--- src/sv/incremental_pid_fixed_point_defines.svh ---
// Assertion macros for the incremental PID block.
// Used by the top level; expects clk and arst_n in scope at the point of use.
`ifndef INCREMENTAL_PID_FIXED_POINT_DEFINES_SVH
`define INCREMENTAL_PID_FIXED_POINT_DEFINES_SVH
`ifndef SYNTHESIS
`define IPID_ASSERT_NOW(label, ante, cons) \
	label: assert property (@(posedge clk) disable iff (!arst_n) (ante) |-> (cons)) \
		else $error("ipid assertion failed");
`define IPID_ASSERT_NEXT(label, ante, cons) \
	label: assert property (@(posedge clk) disable iff (!arst_n) (ante) |=> (cons)) \
		else $error("ipid assertion failed");
`else
`define IPID_ASSERT_NOW(label, ante, cons)
`define IPID_ASSERT_NEXT(label, ante, cons)
`endif
`endif

--- src/sv/ipid_pkg.sv ---
// Shared constants and types for the incremental PID block.
// No dependencies; used by ipid_cfg, ipid_calc and the top level.
package ipid_pkg;

	localparam int SAMPLE_WIDTH_DEF = 16;
	localparam int GAIN_BITS        = 15;
	localparam int GAIN_SHIFT       = 7;
	localparam int APB_DATA_W       = 32;
	localparam int APB_ADDR_W       = 4;

	localparam logic [GAIN_BITS-1:0] GAIN_CUR_RST  = 15'd1701;
	localparam logic [GAIN_BITS-1:0] GAIN_PREV_RST = 15'd857;
	localparam logic [GAIN_BITS-1:0] GAIN_OLD_RST  = 15'd0;

	typedef enum logic [1:0] {
		REG_GAIN_CUR  = 2'd0,
		REG_GAIN_PREV = 2'd1,
		REG_GAIN_OLD  = 2'd2
	} reg_idx_t;

	typedef struct packed {
		logic [GAIN_BITS-1:0] cur;
		logic [GAIN_BITS-1:0] prev;
		logic [GAIN_BITS-1:0] old;
	} gains_t;

endpackage

--- src/sv/ipid_if.sv ---
// Valid/ready channel interfaces for the incremental PID block.
// Standalone; widths set by the sample width parameter.
interface ipid_cmd_if #(parameter int W = 16) ();
	logic                valid;
	logic                ready;
	logic                req_type;
	logic signed [W-1:0] target;
	logic signed [W-1:0] measured;
	logic signed [W-1:0] prior_drive;

	modport source (output valid, req_type, target, measured, prior_drive, input ready);
	modport sink   (input valid, req_type, target, measured, prior_drive, output ready);
endinterface

interface ipid_res_if #(parameter int W = 16) ();
	logic                valid;
	logic                ready;
	logic signed [W-1:0] drive;

	modport source (output valid, drive, input ready);
	modport sink   (input valid, drive, output ready);
endinterface

--- src/sv/ipid_cfg.sv ---
// APB gain register file for the incremental PID block.
// Depends on ipid_pkg.
module ipid_cfg
	import ipid_pkg::*;
(
	input  logic                  clk,
	input  logic                  arst_n,
	input  logic                  psel,
	input  logic                  penable,
	input  logic                  pwrite,
	input  logic [APB_ADDR_W-1:0] paddr,
	input  logic [APB_DATA_W-1:0] pwdata,
	output logic [APB_DATA_W-1:0] prdata,
	output logic                  pready,
	output gains_t                gains
);

	gains_t   gains_q;
	reg_idx_t idx;
	logic     wr_en;

	assign pready = 1'b1;
	assign idx    = reg_idx_t'(paddr[APB_ADDR_W-1:2]);
	assign wr_en  = psel && penable && pwrite && pready;
	assign gains  = gains_q;

	always_ff @(posedge clk or negedge arst_n) begin
		if (!arst_n) begin
			gains_q.cur  <= GAIN_CUR_RST;
			gains_q.prev <= GAIN_PREV_RST;
			gains_q.old  <= GAIN_OLD_RST;
		end else if (wr_en) begin
			case (idx)
				REG_GAIN_CUR:  gains_q.cur  <= pwdata[GAIN_BITS-1:0];
				REG_GAIN_PREV: gains_q.prev <= pwdata[GAIN_BITS-1:0];
				REG_GAIN_OLD:  gains_q.old  <= pwdata[GAIN_BITS-1:0];
				default: ;  // unmapped slot, write dropped
			endcase
		end
	end

	always_comb begin
		case (idx)
			REG_GAIN_CUR:  prdata = {{(APB_DATA_W-GAIN_BITS){1'b0}}, gains_q.cur};
			REG_GAIN_PREV: prdata = {{(APB_DATA_W-GAIN_BITS){1'b0}}, gains_q.prev};
			REG_GAIN_OLD:  prdata = {{(APB_DATA_W-GAIN_BITS){1'b0}}, gains_q.old};
			default:       prdata = '0;
		endcase
	end

endmodule

--- src/sv/ipid_calc.sv ---
// Combinational PID update: error, three scaled terms, wrapped drive sum.
// Depends on ipid_pkg.
module ipid_calc
	import ipid_pkg::*;
#(
	parameter int W = SAMPLE_WIDTH_DEF
) (
	input  gains_t              gains,
	input  logic                req_type,
	input  logic signed [W-1:0] target,
	input  logic signed [W-1:0] measured,
	input  logic signed [W-1:0] prior_drive,
	input  logic signed [W-1:0] prev_err,
	input  logic signed [W-1:0] older_err,
	input  logic signed [W-1:0] last_drive,
	output logic signed [W-1:0] err,
	output logic signed [W-1:0] drive
);

	localparam int PW = W + GAIN_BITS + 1;

	logic signed [PW-1:0] p_cur, p_prev, p_old;
	logic signed [W-1:0]  t_cur, t_prev, t_old, base;

	assign err = target - measured;

	// gains are unsigned: zero-extend one bit so the multiply stays signed
	assign p_cur  = $signed({1'b0, gains.cur})  * err;
	assign p_prev = $signed({1'b0, gains.prev}) * prev_err;
	assign p_old  = $signed({1'b0, gains.old})  * older_err;

	// floor shift then keep the low W bits
	assign t_cur  = p_cur[W+GAIN_SHIFT-1:GAIN_SHIFT];
	assign t_prev = p_prev[W+GAIN_SHIFT-1:GAIN_SHIFT];
	assign t_old  = p_old[W+GAIN_SHIFT-1:GAIN_SHIFT];

	assign base  = req_type ? prior_drive : last_drive;
	assign drive = base + t_cur - t_prev + t_old;

endmodule

--- src/sv/incremental_pid_fixed_point.sv ---
// Top level of the velocity-form fixed-point PID controller.
// Depends on ipid_pkg, ipid_if, ipid_cfg, ipid_calc and the defines header.
//
//   channel  dir  handshake      payload
//   cmd      in   valid/ready    req_type, target, measured, prior_drive
//   res      out  valid/ready    drive
//   apb      in   psel/penable   gain registers at 0x0, 0x4, 0x8
//
// One item per cycle while res.ready holds; an accepted item passes the input
// register, then the result register, before its result is valid.
// The critical path is the three gain multiplies feeding the four-input add.
// arst_n clears the valid bits, the error history and the stored drive, and
// loads the reset gains.
// A stalled result holds in the result register while one more item waits in
// the input register; only then does cmd.ready drop.
`include "incremental_pid_fixed_point_defines.svh"
module incremental_pid_fixed_point
	import ipid_pkg::*;
#(
	parameter int SAMPLE_WIDTH = SAMPLE_WIDTH_DEF
) (
	input  logic                  clk,
	input  logic                  arst_n,
	input  logic                  psel,
	input  logic                  penable,
	input  logic                  pwrite,
	input  logic [APB_ADDR_W-1:0] paddr,
	input  logic [APB_DATA_W-1:0] pwdata,
	output logic [APB_DATA_W-1:0] prdata,
	output logic                  pready,
	ipid_cmd_if.sink              cmd,
	ipid_res_if.source            res
);

	localparam int W = SAMPLE_WIDTH;

	gains_t gains;

	// input register
	logic                valid_s1;
	logic                req_type_s1;
	logic signed [W-1:0] target_s1, measured_s1, prior_drive_s1;

	// result register
	logic                valid_s2;
	logic signed [W-1:0] drive_s2;

	// controller state, updated as an item leaves the input register
	logic signed [W-1:0] prev_err_q, older_err_q, last_drive_q;

	logic signed [W-1:0] err, drive;
	logic                adv;

	ipid_cfg u_cfg (
		.clk     (clk),
		.arst_n  (arst_n),
		.psel    (psel),
		.penable (penable),
		.pwrite  (pwrite),
		.paddr   (paddr),
		.pwdata  (pwdata),
		.prdata  (prdata),
		.pready  (pready),
		.gains   (gains)
	);

	ipid_calc #(.W(W)) u_calc (
		.gains       (gains),
		.req_type    (req_type_s1),
		.target      (target_s1),
		.measured    (measured_s1),
		.prior_drive (prior_drive_s1),
		.prev_err    (prev_err_q),
		.older_err   (older_err_q),
		.last_drive  (last_drive_q),
		.err         (err),
		.drive       (drive)
	);

	// item moves on when the result register is empty or being drained
	assign adv       = valid_s1 && (!valid_s2 || res.ready);
	assign cmd.ready = !valid_s1 || adv;
	assign res.valid = valid_s2;
	assign res.drive = drive_s2;

	always_ff @(posedge clk or negedge arst_n) begin
		if (!arst_n) begin
			valid_s1 <= 1'b0;
		end else if (cmd.ready) begin
			valid_s1 <= cmd.valid;
		end
	end

	always_ff @(posedge clk) begin
		if (cmd.valid && cmd.ready) begin
			req_type_s1    <= cmd.req_type;
			target_s1      <= cmd.target;
			measured_s1    <= cmd.measured;
			prior_drive_s1 <= cmd.prior_drive;
		end
	end

	always_ff @(posedge clk or negedge arst_n) begin
		if (!arst_n) begin
			valid_s2 <= 1'b0;
		end else if (adv) begin
			valid_s2 <= 1'b1;
		end else if (res.ready) begin
			valid_s2 <= 1'b0;
		end
	end

	always_ff @(posedge clk) begin
		if (adv) begin
			drive_s2 <= drive;
		end
	end

	// history always shifts; stored drive only follows mode 0 items
	always_ff @(posedge clk or negedge arst_n) begin
		if (!arst_n) begin
			prev_err_q   <= '0;
			older_err_q  <= '0;
			last_drive_q <= '0;
		end else if (adv) begin
			prev_err_q  <= err;
			older_err_q <= prev_err_q;
			if (!req_type_s1) begin
				last_drive_q <= drive;
			end
		end
	end

	`IPID_ASSERT_NOW(a_stall_only_when_full, !cmd.ready, valid_s1 && valid_s2 && !res.ready)
	`IPID_ASSERT_NEXT(a_mode0_keeps_drive, adv && !req_type_s1, last_drive_q == drive_s2)
	`IPID_ASSERT_NEXT(a_mode1_holds_drive, adv && req_type_s1, $stable(last_drive_q))
	`IPID_ASSERT_NEXT(a_history_shifts, adv, older_err_q == $past(prev_err_q))

endmodule

--- src/flat_wrapper.sv ---
// flat-port wrapper written by rule: the top's interface ports become plain ports
module incremental_pid_fixed_point_flat import ipid_pkg::*;
#(
	parameter int SAMPLE_WIDTH = SAMPLE_WIDTH_DEF
)
  (clk, arst_n, psel, penable, pwrite, paddr, pwdata, prdata, pready, cmd_valid, cmd_req_type, cmd_target, cmd_measured, cmd_prior_drive, cmd_ready, res_valid, res_drive, res_ready);
  ipid_cmd_if #(.W(SAMPLE_WIDTH_DEF)) cmd_i ();
  ipid_res_if #(.W(SAMPLE_WIDTH_DEF)) res_i ();
  input  logic clk;
  input  logic arst_n;
  input  logic psel;
  input  logic penable;
  input  logic pwrite;
  input  logic [APB_ADDR_W-1:0] paddr;
  input  logic [APB_DATA_W-1:0] pwdata;
  output logic [APB_DATA_W-1:0] prdata;
  output logic pready;
  input wire logic [$bits(cmd_i.valid)-1:0] cmd_valid;
  input wire logic [$bits(cmd_i.req_type)-1:0] cmd_req_type;
  input wire logic [$bits(cmd_i.target)-1:0] cmd_target;
  input wire logic [$bits(cmd_i.measured)-1:0] cmd_measured;
  input wire logic [$bits(cmd_i.prior_drive)-1:0] cmd_prior_drive;
  output wire logic [$bits(cmd_i.ready)-1:0] cmd_ready;
  output wire logic [$bits(res_i.valid)-1:0] res_valid;
  output wire logic [$bits(res_i.drive)-1:0] res_drive;
  input wire logic [$bits(res_i.ready)-1:0] res_ready;
  assign cmd_i.valid = cmd_valid;
  assign cmd_i.req_type = cmd_req_type;
  assign cmd_i.target = cmd_target;
  assign cmd_i.measured = cmd_measured;
  assign cmd_i.prior_drive = cmd_prior_drive;
  assign cmd_ready = cmd_i.ready;
  assign res_valid = res_i.valid;
  assign res_drive = res_i.drive;
  assign res_i.ready = res_ready;
  incremental_pid_fixed_point #(.SAMPLE_WIDTH(SAMPLE_WIDTH)) u_core (.clk(clk), .arst_n(arst_n), .psel(psel), .penable(penable), .pwrite(pwrite), .paddr(paddr), .pwdata(pwdata), .prdata(prdata), .pready(pready), .cmd(cmd_i), .res(res_i));
endmodule
--- config.mk ---
export PLATFORM = sky130hd
export DESIGN_NAME = incremental_pid_fixed_point_flat
export DESIGN_NICKNAME = d
export VERILOG_FILES = /design/src/sv/ipid_pkg.sv /design/src/sv/ipid_if.sv /design/src/sv/ipid_cfg.sv /design/src/sv/ipid_calc.sv /design/src/sv/incremental_pid_fixed_point.sv /design/src/flat_wrapper.sv
export VERILOG_INCLUDE_DIRS = /design/src /design/src/sv
export SDC_FILE = /design/constraint.sdc
export NUM_CORES = 2
export LEC_CHECK = 0
export ABC_AREA = 0
export BUFFER_PORTS_ARGS = -buffer_cell sky130_fd_sc_hd__buf_2
export CORE_MARGIN = 2
export CORE_UTILIZATION = 58
export CTS_BUF_LIST = sky130_fd_sc_hd__clkbuf_2
export CTS_CLUSTER_SIZE = 16
export DETAILED_ROUTE_END_ITERATION = 10
export GPL_TIMING_DRIVEN = 0
export PLACE_DENSITY = 0.76
export SKIP_LAST_GASP = 1
export SLEW_MARGIN = 5
export SYNTH_ARGS = -nofsm -noshare
export SYNTH_HDL_FRONTEND = slang
export SYNTH_HIERARCHICAL = 1
export SYNTH_SLANG_ARGS = --single-unit
--- constraint.sdc ---
create_clock -name clk -period 11.3 [get_ports clk]
set_input_delay 1.13 -clock clk [delete_from_list [all_inputs] [get_ports clk]]
set_output_delay 1.13 -clock clk [all_outputs]
set_load 0.05 [all_outputs]
==> flow_summary.json <==
{
  "grt_max_degree": 68,
  "synth_cells": 2843,
  "path_delay_family": "adder cells",
  "gp_congestion": 0.970,
  "syn2layout_area_growth_pct": 8.10,
  "vias_per_cell": 5.53,
  "fin_util_pct": 63.1,
  "start_util_pct": 58.4,
  "pin_count": 143,
  "fp.coreArea_um2": 47500,
  "cts_tree": "built",
  "grt_use_total_pct": 30.0,
  "drt_iter0_drc": 1568,
  "cts_hold_buf": 0,
  "dr.pass1.iters": 6,
  "seqCellArea_um2": 4340,
  "path_clk_slew_ns": 0.29,
  "hold_viol": 0,
  "hpwl_um": 59000,
  "path_buf_inv": 8,
  "insertion_delay_ns": 0.84,
  "finClkSkew_ns": 0.0580,
  "finalWirelength_um": 72300,
  "path_class": "reg -> reg",
  "grt_pass1_wl_um": 114000,
  "setup_violations": 0,
  "status": "completed",
  "die_h_um": 223,
  "cp.arrival_ns": 11.82,
  "vias": 20100,
  "clockRootBuffer": "clkbuf_2",
  "clock_sinks": 160,
  "num_rows": 80,
  "multi_input_area_um2": 20800,
  "min_path_type": "in -> async",
  "timing.fmax_mhz": 90.1,
  "clockBufferDepth": 2,
  "max_cap_violations": 0,
  "worstPathMaxFanout": 10,
  "synth_top_area_share_pct": 35.5,
  "fillers": 3790,
  "die_w_um": 223,
  "antenna_found_initial": 2,
  "synth_flop_cell": "dfrtp_1",
  "synth.distinct_cells": 67,
  "worst_setup_path_start_kind": "flop",
  "async_flop_share_pct": 59.4,
  "final_common_cell": "inv_1",
  "end_kind": "flop",
  "route.detailed.drc": 0,
  "ys_seq_elements": 160,
  "wire_per_inst_um": 19.9,
  "fp.dieArea_um2": 49700,
  "finalNetCount": 3849,
  "htreeDepth": 4,
  "synth-edff-count": 65,
  "yosys.area.top_type": "fa_1",
  "syn_area_um2": 27800,
  "final_cell_mix": "inv_1, fa_1, nand2_1",
  "grt_pass1_vias": 21500,
  "drive_gt1_share_pct": 12.8,
  "grt_overflow": 0,
  "max_slew.worst_pin.slew_ns": 0.941,
  "slew_viol_final": 0,
  "synth_area_leaders": "fa_1, ha_1, inv_1",
  "synth_warnings": 6,
  "crit_required_ns": 12.03,
  "seq_area_frac_synth_pct": 15.6,
  "cp_common_cell": "xnor2_1",
  "period_needed_ns": 11.10,
  "max_slew_margin_pct": 36.4,
  "syn_avg_cell_area_um2": 9.77,
  "cts-buffers-inserted": 17,
  "period_share_pct": 98.2,
  "antenna_left": 0,
  "cpMaxStageDelayCell": "fa_1",
  "port_buffers": 103,
  "rsz0062_at_grt": "yes",
  "slowest_delay_ns": 0.56
}
==> final timing paths <==
kind | start | endpoint | slack (ns) | cells past startpoint
setup / recovery | u_core/target_s1[1]$_DFFE_PP_ | u_core/last_drive_q[15]$_DFFE_PN0P_ | 0.20 | 46
setup reg to reg | u_core/target_s1[1]$_DFFE_PP_ | u_core/last_drive_q[15]$_DFFE_PN0P_ | 0.20 | 46
min in group clk | cmd_prior_drive[2] | u_core/prior_drive_s1[2]$_DFFE_PP_ | 0.44 | 1
hold / removal | arst_n | u_core/last_drive_q[2]$_DFFE_PN0P_ | 0.19 | 1
max in group asynchronous | arst_n | u_core/u_cfg/gains[37]$_DFFE_PN1P_ | 10.35 | 2
hold reg to reg | u_core/last_drive_q[5]$_DFFE_PN0P_ | u_core/last_drive_q[5]$_DFFE_PN0P_ | 0.54 | 1
==> stage by stage <==
stage               cells  TNS, ns  hold slack (ns)  cell area (µm²)  setup slack (ns)
finish               3636        0            0.190            30000             0.203
global route         3635   -0.226            0.112            30000            -0.177
CTS                  3621        0           0.0884            29700            0.0333
detailed placement   3579    -2.79            0.495            29200             -1.46
global placement     3577    -2.29            0.485            29100             -1.21
floorplan            2859        0            0.474            27800             0.720
==> routing by layer <==
metal	up-vias	share of wire, %	track usage (%)
li1	8808	-	-
met1	10200	38	37.9
met2	910	48	49.7
met3	215	8.0	5.67
met4	2	5.6	14.9
met5	-	0.022	0
==> state kept, by name (all words and copies together), names as in the netlist <==
signal	cells
u_core/prev_err_q	16
u_core/valid_s1	1
u_core/target_s1	16
u_core/last_drive_q	16
u_core/res.valid	1
u_core/u_cfg/gains	45
u_core/res.drive	16
u_core/older_err_q	16
u_core/prior_drive_s1	16
u_core/measured_s1	16
u_core/req_type_s1	1
==> worst register-to-register path: cells and delay by family, from the launching register on <==
| family | cells | cell delay (ns) |
|---|---|---|
| AOI/OAI and AO/OA | 8 | 1.52 |
| muxes | 1 | 0.28 |
| adders and majority gates | 10 | 4.60 |
| DFF | 1 | 0.46 |
| xor gates and xnor gates | 14 | 2.83 |
| and+or+nand+nor | 5 | 0.64 |
| buffers and inverters | 8 | 0.66 |
==> repair_timing <==
action                                  CTS  global route
endpoints found under the setup margin    3             2
resized for setup                        39            56
pin swaps                                 9            44
buffers inserted                         10            15
==> synthesized netlist by cell type (all sizes together), types with 4 or more instances <==
cell type,n
a21o,23
a21oi,28
a31oi,4
and2,294
and3,6
buf,34
clkbuf,85
dfrtp,83
dfstp,12
edfxtp,65
fa,493
ha,258
inv,669
mux2,97
mux2i,27
nand2,337
nand2b,15
nand3,10
nor2,36
nor2b,31
nor3,20
o2111ai,5
o21a,17
o21ai,35
o21bai,6
or2,10
or3,4
xnor2,77
xnor3,4
xor2,28
==> final cells by class <==
class	instances	share of cell area (%)
diodes	2	0.0167
inverters	669	8.36
multi-input cells	1911	69.1
repair buffers	129	2.50
clock buffers	17	0.283
plain buffers	118	2.06
flip-flops and latches	160	14.5
clock inverters	15	0.633
well taps	615	2.56
==> kinds of logic (layout without fill, tap and decap cells) <==
family | count (synthesis) | in the layout | share of synthesized area, %
other | 2 | 20 | 0.0270
AOI/OAI and AO/OA | 135 | 135 | 3.22
and+or+nand+nor | 774 | 774 | 14.1
adders and majority gates | 751 | 751 | 47.2
muxes | 124 | 124 | 5.04
xor gates and xnor gates | 109 | 109 | 3.66
buffers and inverters | 788 | 948 | 11.1
DFF | 160 | 160 | 15.6
Power is not shown: default switching activity piles up to over one toggle a cycle in this logic, so the estimate is an artifact.
